### src/rtl/core/isdt_pkg.sv
// ----------------------------------------------------------------------------
// isdt_pkg
// Shared types and codes of the interval set table.
// ----------------------------------------------------------------------------
package isdt_pkg;

  localparam int unsigned ModeW  = 2;
  localparam int unsigned FrameW = 32;
  localparam int unsigned IdxW   = 4;
  localparam int unsigned CountW = 5;

  typedef enum logic [ModeW-1:0] {
    MODE_INSERT = 2'd0,
    MODE_REMOVE = 2'd1,
    MODE_READ   = 2'd2
  } mode_e;

  typedef enum logic [1:0] {
    STATUS_DONE      = 2'd0,
    STATUS_FULL      = 2'd1,
    STATUS_BAD_RANGE = 2'd2
  } status_e;

  typedef struct packed {
    logic [ModeW-1:0]  mode;
    logic [FrameW-1:0] range_start;
    logic [FrameW-1:0] range_end;
    logic [IdxW-1:0]   read_index;
  } in_item_t;

  typedef struct packed {
    logic [1:0]        status;
    logic              entry_valid;
    logic [FrameW-1:0] entry_start;
    logic [FrameW-1:0] entry_end;
    logic [CountW-1:0] entry_count;
  } out_item_t;

  typedef struct packed {
    logic start;
    logic load;
    logic walk;
    logic finish;
  } cmd_t;

  typedef struct packed {
    logic edit;
    logic walk_end;
  } stat_t;

endpackage

### src/rtl/core/isdt_ram.sv
// ----------------------------------------------------------------------------
// isdt_ram
// Generic single write port, single read port RAM with registered read.
// ----------------------------------------------------------------------------
module isdt_ram #(
  parameter int unsigned Width = 64,
  parameter int unsigned Depth = 32
) (
  input  logic                     clk_i,
  input  logic                     we_i,
  input  logic [$clog2(Depth)-1:0] waddr_i,
  input  logic [Width-1:0]         wdata_i,
  input  logic [$clog2(Depth)-1:0] raddr_i,
  output logic [Width-1:0]         rdata_o
);

  logic [Width-1:0] mem_q [Depth];

  always_ff @(posedge clk_i) begin
    if (we_i) begin
      mem_q[waddr_i] <= wdata_i;
    end
    rdata_o <= mem_q[raddr_i];
  end

endmodule

### src/rtl/core/isdt_ctrl.sv
// ----------------------------------------------------------------------------
// isdt_ctrl
// Sequencer of the interval set table: accept, load, walk, finish.
// ----------------------------------------------------------------------------
module isdt_ctrl (
  input  logic              clk_i,
  input  logic              rst_ni,
  input  logic              in_valid_i,
  output logic              in_ready_o,
  output logic              out_valid_o,
  input  logic              out_ready_i,
  input  isdt_pkg::stat_t   stat_i,
  output isdt_pkg::cmd_t    cmd_o
);

  typedef enum logic [1:0] {
    ST_IDLE,
    ST_LOAD,
    ST_WALK,
    ST_FINISH
  } state_e;

  state_e state_q, state_d;
  logic   out_valid_q, out_valid_d;
  logic   out_free;

  assign out_free    = !out_valid_q || out_ready_i;
  assign in_ready_o  = (state_q == ST_IDLE);
  assign out_valid_o = out_valid_q;

  always_comb begin
    cmd_o       = '0;
    state_d     = state_q;
    out_valid_d = out_valid_q && !out_ready_i;
    unique case (state_q)
      ST_IDLE: begin
        if (in_valid_i) begin
          cmd_o.start = 1'b1;
          state_d     = ST_LOAD;
        end
      end
      ST_LOAD: begin
        cmd_o.load = 1'b1;
        state_d    = stat_i.edit ? ST_WALK : ST_FINISH;
      end
      ST_WALK: begin
        cmd_o.walk = 1'b1;
        if (stat_i.walk_end) begin
          state_d = ST_FINISH;
        end
      end
      ST_FINISH: begin
        if (out_free) begin
          cmd_o.finish = 1'b1;
          out_valid_d  = 1'b1;
          state_d      = ST_IDLE;
        end
      end
      default: state_d = ST_IDLE;
    endcase
  end

  always_ff @(posedge clk_i or negedge rst_ni) begin
    if (!rst_ni) begin
      state_q     <= ST_IDLE;
      out_valid_q <= 1'b0;
    end else begin
      state_q     <= state_d;
      out_valid_q <= out_valid_d;
    end
  end

  a_finish_shows: assert property (@(posedge clk_i) disable iff (!rst_ni)
    cmd_o.finish |=> out_valid_q)
    else $error("result not shown after finish");

  a_walk_only_edit: assert property (@(posedge clk_i) disable iff (!rst_ni)
    (state_q == ST_LOAD && !stat_i.edit) |=> state_q == ST_FINISH)
    else $error("walk entered without an edit");

  a_finish_free: assert property (@(posedge clk_i) disable iff (!rst_ni)
    cmd_o.finish |-> (!out_valid_q || out_ready_i))
    else $error("result overwritten");

endmodule

### src/rtl/core/isdt_dp.sv
// ----------------------------------------------------------------------------
// isdt_dp
// Datapath: two table banks in one RAM, walk logic, commit and result.
// ----------------------------------------------------------------------------
module isdt_dp #(
  parameter int unsigned TableDepth = 16
) (
  input  logic                clk_i,
  input  logic                rst_ni,
  input  isdt_pkg::cmd_t      cmd_i,
  output isdt_pkg::stat_t     stat_o,
  input  isdt_pkg::in_item_t  in_item_i,
  output isdt_pkg::out_item_t out_item_o
);

  localparam int unsigned IW = $clog2(TableDepth);
  localparam int unsigned CW = $clog2(TableDepth + 1);
  localparam int unsigned NW = $clog2(TableDepth + 2);
  localparam int unsigned FW = isdt_pkg::FrameW;

  isdt_pkg::in_item_t  op_q;
  isdt_pkg::out_item_t res_q, res_d;
  logic [IW-1:0] i_q, i_d;
  logic [NW-1:0] n_q, n_d;
  logic [CW-1:0] count_q, count_d;
  logic [FW-1:0] ns_q, ns_d, ne_q, ne_d;
  logic          merged_q, merged_d, placed_q, placed_d, sub_q, sub_d, bank_q, bank_d;

  logic [2*FW-1:0] rdata, wdata;
  logic [IW:0]     raddr, waddr;
  logic            wr, we, adv;
  logic [FW-1:0]   a, b, ws, wend, lo_end, hi_start;
  logic            is_ins, is_rem, range_ok, ov, lo, hi, last;

  assign a        = rdata[2*FW-1:FW];
  assign b        = rdata[FW-1:0];
  assign is_ins   = (op_q.mode == isdt_pkg::MODE_INSERT);
  assign is_rem   = (op_q.mode == isdt_pkg::MODE_REMOVE);
  assign range_ok = op_q.range_start < op_q.range_end;
  assign ov       = (b > op_q.range_start) && (a <= op_q.range_end);
  assign lo_end   = (b < op_q.range_start) ? b : op_q.range_start;
  assign hi_start = (a > op_q.range_end) ? a : op_q.range_end;
  assign lo       = a < lo_end;
  assign hi       = hi_start < b;
  assign last     = (CW'(i_q) == count_q - CW'(1));

  assign stat_o.edit     = (is_ins || is_rem) && range_ok && (count_q != '0);
  assign stat_o.walk_end = cmd_i.walk && adv && last;

  always_comb begin
    wr       = 1'b0;
    adv      = 1'b0;
    ws       = ns_q;
    wend     = ne_q;
    ns_d     = ns_q;
    ne_d     = ne_q;
    merged_d = merged_q;
    placed_d = placed_q;
    sub_d    = sub_q;
    if (is_ins) begin
      if (ov) begin
        adv      = 1'b1;
        merged_d = 1'b1;
        ns_d     = (a < ns_q) ? a : ns_q;
        ne_d     = (b > ne_q) ? b : ne_q;
      end else if (!placed_q && a > ns_q) begin
        wr       = 1'b1;
        placed_d = 1'b1;
      end else begin
        wr   = 1'b1;
        adv  = 1'b1;
        ws   = a;
        wend = b;
      end
    end else begin
      if (lo && hi && !sub_q) begin
        wr    = 1'b1;
        sub_d = 1'b1;
        ws    = a;
        wend  = lo_end;
      end else if (hi) begin
        wr    = 1'b1;
        adv   = 1'b1;
        sub_d = 1'b0;
        ws    = hi_start;
        wend  = b;
      end else begin
        wr   = lo;
        adv  = 1'b1;
        ws   = a;
        wend = lo_end;
      end
    end
  end

  always_comb begin
    i_d     = i_q;
    n_d     = n_q;
    bank_d  = bank_q;
    count_d = count_q;
    we      = 1'b0;
    wdata   = {ns_q, ne_q};
    raddr   = {bank_q, i_q};
    res_d   = res_q;
    if (cmd_i.start) begin
      i_d = is_ins || is_rem ? '0 : IW'(in_item_i.read_index);
      n_d = '0;
      if (in_item_i.mode != isdt_pkg::MODE_READ) begin
        i_d = '0;
      end else begin
        i_d = IW'(in_item_i.read_index);
      end
    end
    if (cmd_i.walk) begin
      wdata = {ws, wend};
      we    = wr && (n_q < NW'(TableDepth));
      if (wr) begin
        n_d = n_q + NW'(1);
      end
      if (adv) begin
        i_d   = i_q + IW'(1);
        raddr = {bank_q, i_q + IW'(1)};
      end
    end
    if (cmd_i.finish) begin
      res_d             = '0;
      res_d.status      = isdt_pkg::STATUS_DONE;
      case (op_q.mode)
        isdt_pkg::MODE_INSERT, isdt_pkg::MODE_REMOVE: begin
          if (!range_ok) begin
            res_d.status = isdt_pkg::STATUS_BAD_RANGE;
          end else if (is_ins && !merged_q && count_q == CW'(TableDepth)) begin
            res_d.status = isdt_pkg::STATUS_FULL;
          end else if (is_rem && n_q > NW'(TableDepth)) begin
            res_d.status = isdt_pkg::STATUS_FULL;
          end else begin
            bank_d  = !bank_q;
            count_d = CW'(n_q + NW'(is_ins && !placed_q));
            we      = is_ins && !placed_q && (n_q < NW'(TableDepth));
          end
        end
        isdt_pkg::MODE_READ: begin
          if (32'(op_q.read_index) < 32'(count_q)) begin
            res_d.entry_valid = 1'b1;
            res_d.entry_start = a;
            res_d.entry_end   = b;
          end
        end
        default: res_d.status = isdt_pkg::STATUS_DONE;
      endcase
      res_d.entry_count = isdt_pkg::CountW'(count_d);
    end
  end

  assign waddr      = {!bank_q, n_q[IW-1:0]};
  assign out_item_o = res_q;

  isdt_ram #(
    .Width(2 * FW),
    .Depth(2 ** (IW + 1))
  ) u_ram (
    .clk_i  (clk_i),
    .we_i   (we),
    .waddr_i(waddr),
    .wdata_i(wdata),
    .raddr_i(raddr),
    .rdata_o(rdata)
  );

  always_ff @(posedge clk_i or negedge rst_ni) begin
    if (!rst_ni) begin
      count_q  <= '0;
      bank_q   <= 1'b0;
      n_q      <= '0;
      i_q      <= '0;
      merged_q <= 1'b0;
      placed_q <= 1'b0;
      sub_q    <= 1'b0;
    end else begin
      count_q <= count_d;
      bank_q  <= bank_d;
      n_q     <= n_d;
      i_q     <= i_d;
      if (cmd_i.start) begin
        merged_q <= 1'b0;
        placed_q <= 1'b0;
        sub_q    <= 1'b0;
      end else if (cmd_i.walk) begin
        merged_q <= merged_d;
        placed_q <= placed_d;
        sub_q    <= sub_d;
      end
    end
  end

  always_ff @(posedge clk_i) begin
    if (cmd_i.start) begin
      op_q <= in_item_i;
      ns_q <= in_item_i.range_start;
      ne_q <= in_item_i.range_end;
    end else if (cmd_i.walk) begin
      ns_q <= ns_d;
      ne_q <= ne_d;
    end
    res_q <= res_d;
  end

  a_count_bound: assert property (@(posedge clk_i) disable iff (!rst_ni)
    32'(count_q) <= TableDepth)
    else $error("stored count above table depth");

  a_fill_bound: assert property (@(posedge clk_i) disable iff (!rst_ni)
    32'(n_q) <= TableDepth + 1)
    else $error("fill index overran");

  a_bank_swap: assert property (@(posedge clk_i) disable iff (!rst_ni)
    (bank_q != $past(bank_q)) |-> $past(cmd_i.finish))
    else $error("bank swapped outside commit");

endmodule

### src/rtl/core/interval_set_table_core.sv
// ----------------------------------------------------------------------------
// interval_set_table_core
// Sorted table of disjoint half-open frame ranges with insert, remove, read.
// ----------------------------------------------------------------------------
// channel | direction | handshake              | payload
// in      | input     | in_valid_i / in_ready_o   | isdt_pkg::in_item_t
// out     | output    | out_valid_o / out_ready_i | isdt_pkg::out_item_t
//
// Read, bad range and unused mode: accept, load, then finish, with no walk.
// Insert and remove walk each entry, plus a step per placement or split,
// set by the single read port walking the old bank into the other bank.
// One item in flight; the next is taken once the result is registered.
// Reset clears the count and the bank select; no clearing pass over the RAM.
// ----------------------------------------------------------------------------
module interval_set_table_core #(
  parameter int unsigned TABLE_DEPTH = 16
) (
  input  logic                clk_i,
  input  logic                rst_ni,
  input  logic                in_valid_i,
  output logic                in_ready_o,
  input  isdt_pkg::in_item_t  in_item_i,
  output logic                out_valid_o,
  input  logic                out_ready_i,
  output isdt_pkg::out_item_t out_item_o
);

  isdt_pkg::cmd_t  cmd;
  isdt_pkg::stat_t stat;

  isdt_ctrl u_ctrl (
    .clk_i      (clk_i),
    .rst_ni     (rst_ni),
    .in_valid_i (in_valid_i),
    .in_ready_o (in_ready_o),
    .out_valid_o(out_valid_o),
    .out_ready_i(out_ready_i),
    .stat_i     (stat),
    .cmd_o      (cmd)
  );

  isdt_dp #(
    .TableDepth(TABLE_DEPTH)
  ) u_dp (
    .clk_i     (clk_i),
    .rst_ni    (rst_ni),
    .cmd_i     (cmd),
    .stat_o    (stat),
    .in_item_i (in_item_i),
    .out_item_o(out_item_o)
  );

endmodule

### config.mk
export PLATFORM = sky130hd
export DESIGN_NAME = interval_set_table_core
export DESIGN_NICKNAME = d
export VERILOG_FILES = /design/src/rtl/core/isdt_pkg.sv /design/src/rtl/core/isdt_ram.sv /design/src/rtl/core/isdt_ctrl.sv /design/src/rtl/core/isdt_dp.sv /design/src/rtl/core/interval_set_table_core.sv
export SDC_FILE = /design/constraint.sdc
export NUM_CORES = 2
export LEC_CHECK = 0
export BUFFER_PORTS_ARGS = -buffer_cell sky130_fd_sc_hd__buf_2
export CAP_MARGIN = 20
export CORE_ASPECT_RATIO = 0.9
export CORE_UTILIZATION = 45
export DETAILED_ROUTE_END_ITERATION = 12
export PLACE_DENSITY_LB_ADDON = 0.25
export SYNTH_ARGS = -nofsm -noshare
export SYNTH_HDL_FRONTEND = slang
export SYNTH_SLANG_ARGS = --single-unit
### constraint.sdc
create_clock -name clk_i -period 8.7 [get_ports clk_i]
set_input_delay 1.74 -clock clk_i [delete_from_list [all_inputs] [get_ports clk_i]]
set_output_delay 1.74 -clock clk_i [all_outputs]
set_load 0.1 [all_outputs]
==> summary.txt <==
Run status
  • Status: completed

Logic synthesis
  • Syn_nets: approximately 7500
  • Synth unique cells: 89
  • Synth area leader: edfxtp_1
  • Synthesized flop and latch total: ~2300
  • Mapped Area: 100000 um^2
  • Area fraction of the dominant cell type after synthesis: 67.4%
  • Avg Cell Area, Syn: about 14 um^2
  • Main synth FF type: edfxtp_1
  • Post-synthesis sequential area ratio: between 60% and 70%
  • Count leader, synth: edfxtp_1
  • Mapped Cells: just over 7000
  • Post-synth top cells: edfxtp_1, nand2_1, mux2i_1
  • Leading post-synthesis cells by cell area: edfxtp_1, mux2i_1, nand2_1
  • Asr flop ratio synth: less than 1%
  • EDFF count, synth: around 2300
  • Synth Warn #: 0

Power
  • Reg power frac: between 50% and 60%
  • Net Sw Frac: a little under 20%
  • LEAKAGE: 42.5 nW
  • Combinational Power Share: 0.2%
  • Internal power: between 0.015 and 0.02 W
  • Worst vdd rail ir drop: 0.213 mV
  • Clock share of power: between 40% and 50%
  • Tot Pwr: approximately 0.022 W
  • Power Density: between 150 and 200 nW/um^2
  • Psw: 0.00443 W

Clock tree
  • Clock root buffer: clkbuf_16
  • Reg clk slew, reported paths: 0.06 ns
  • CTS Buffer Depth: 3
  • CTS tree: done
  • Hold-fix buffers, CTS: 0
  • Total CTS buffers: 230
  • # H-tree levels: 4
  • Worst-skew pair later-pin latency: about 0.89 ns
  • Clock sink total: between 2000 and 2500

Worst setup path
  • CP Data Required Time: around 9.5 ns
  • Max incr delay on CP: approximately 0.95 ns
  • Setup crit start kind: flop
  • Crit Path Max Fanout: 21
  • Most frequent CP cell: buf_4
  • Data arrival, critical path: a little over 9 ns
  • Crit. End Element: flop
  • WS Path Type: reg2reg
  • Slowest-stage cell, CP: o211ai_1

Floorplanning
  • Top-Level Pins: about 150
  • Initial core utilization: between 40% and 50%
  • FP Rows: about 160
  • Die area: 225000 um^2
  • Die Ht: roughly 450 um
  • Die width: ~500 um
  • Core area: 222000 um^2

Place
  • DP HPWL: 236000 um
  • GP Congestion: 0.964
  • Placed Area: 112000 um^2
  • Port bufs: ~150

Worst hold path
  • Worst hold-check path type: reg2reg

Drt
  • Final ANT Viol Nets: 0
  • Drt drc: 0
  • DR WL/cell: 32.1 um
  • Number of DRC violations after detailed-routing iteration 0: about 11000
  • Drt via density: ~6.4
  • Via count: about 70000
  • DRT Wirelength: 355000 um
  • Drt first pass iters: 6

STA
  • Worst-Margin Slew: approximately 1.1 ns
  • Highest clock rate: approximately 120 MHz
  • Max Slew Vio Count: 0
  • Slew headroom: approximately a quarter
  • Final hold violation count: 0
  • Endpoints failing setup: 0
  • Clock skew: 0.0567 ns
  • Hold_ws: between 0.5 and 0.6 ns
  • Fin crit share: between 90% and 100%
  • Unrepaired setup endpoints after global routing: false
  • Fin crit period: between 8 and 9 ns

Cells and area
  • Reg area: just under 70000 um^2
  • Final instance area: approximately 120000 um^2
  • Synthesis-to-finish area growth: 19.2%
  • # fillers: 18088
  • Area of the multi-input gates: 29000 um^2
  • Nets: between 8000 and 9000
  • Layout cell share with drive strength beyond 1: between 10% and 20%

Global routing
  • Largest net degree at the start of global routing: around 110
  • Initial antenna violation count: 15
  • Total track usage: about 31%
  • Vias in the first global route: 67178
  • First-pass GRT wire length: slightly below 500000 um
  • Global-route congestion overflow total: 0

Run
  • Max-cap violation count: 0
[state kept, by name (all words and copies together), names as in the netlist]
register            count
u_ctrl.out_valid_o      1
u_ctrl.state_q          2
u_dp.bank_q             1
u_dp.count_q            5
u_dp.i_q                4
u_dp.merged_q           1
u_dp.n_q                5
u_dp.ne_q              32
u_dp.ns_q              32
u_dp.op_q              70
u_dp.out_item_o        72
u_dp.placed_q           1
u_dp.sub_q              1
u_dp.u_ram.mem_q     2048
u_dp.u_ram.rdata_o     64
[area by class of cell]
type | instances | area share [%]
sequential | 2339 | 58.1
multi-input combinational | 4243 | 24.2
timing repair buffer | 858 | 7.48
clock buffer | 319 | 5.38
tap | 2988 | 3.12
clock inverter | 110 | 1.11
inverter | 187 | 0.590
antenna | 7 | 0.0146
[power by group through the flow]
stage                     registers (W)    logic [W]  clock network [W]
after floorplan                  0.0124  0.000000525                  0
after CTS                        0.0122    0.0000355             0.0103
after global placement           0.0124    0.0000348                  0
final                            0.0122    0.0000362             0.0103
after global routing             0.0121    0.0000369             0.0108
after detailed placement         0.0124    0.0000353                  0
[timing repair]
action,in CTS,in global routing
cloned,0,0
endpoints found under the setup margin,12,3
resized for setup,8,23
setup buffers,0,10
pin swaps,1,2
[layer usage]
layer,GRT usage [%],vias up,share of wire (%),wire [um]
met4,12.0,4,4.2,14900
met3,7.41,735,12,43700
met1,43.4,35553,40,140000
met5,0,-,0.0071,25
met2,46.3,4611,44,156000
li1,-,29500,-,-
[cells in the final DEF (no fill, tap or decap), types with 168 or more instances in the layout]
master / synthesis / final
buf_4: 17 / 479
o21ai_0: 200 / 168
edfxtp_1: 2254 / 2254
ha_1: 236 / 234
clkbuf_16: 0 / 235
inv_1: 184 / 182
nand2_1: 1001 / 996
mux2i_1: 424 / 422
nand3_1: 294 / 293
buf_12: 0 / 229
a21oi_1: 280 / 278
nor2_1: 248 / 243
[cells by family (layout without fill, tap and decap cells)]
logic type,after synthesis,count (layout),share of synthesized area [%]
DFF,2339,2339,69.1
and+or+nand+nor,1919,1919,8.47
AOI/OAI and AO/OA,1516,1516,10.7
buffers and inverters,644,1474,2.62
muxes,560,560,6.00
adders and majority gates,236,236,2.94
xor gates and xnor gates,12,12,0.112
other,0,7,0
[stage by stage]
step / instances / util [%] / setup slack (ns) / setup TNS (ns)
final: 11051 / 53.9 / 0.190 / 0
after global placement: 10600 / 50.3 / -1.62 / -17.12
after detailed placement: 10604 / 50.3 / -0.611 / -1.36
after CTS: 11033 / 53.9 / 0.00320 / 0
after global routing: 11046 / 53.9 / 0.0186 / 0
after floorplan: 7226 / - / 1.57 / 0
[worst max-delay path, delay by kind of cell (launching register included)]
kind | cells | cell delay [ns]
simple gates | 9 | 1.94
mux | 2 | 0.92
flops | 1 | 0.49
fa+ha+maj | 2 | 0.62
buf+inv | 12 | 2.38
compound gates | 6 | 1.97
[final timing paths]
kind | from | end | slack (ns) | cells after the start
setup / recovery | u_dp.u_ram.rdata_o[32] | u_dp.u_ram.rdata_o[54] | 0.19 | 31
hold / removal | u_dp.u_ram.mem_q[20][13] | u_dp.u_ram.rdata_o[13] | 0.52 | 2
setup reg to reg | u_dp.u_ram.rdata_o[32] | u_dp.u_ram.rdata_o[54] | 0.19 | 31
hold reg to reg | u_dp.u_ram.mem_q[20][13] | u_dp.u_ram.rdata_o[13] | 0.52 | 2
max in group asynchronous | rst_ni | u_dp.i_q[0] | 7.26 | 1
min in group asynchronous | rst_ni | u_ctrl.state_q[0] | 0.90 | 1
Power figures use the tool's default switching activity.
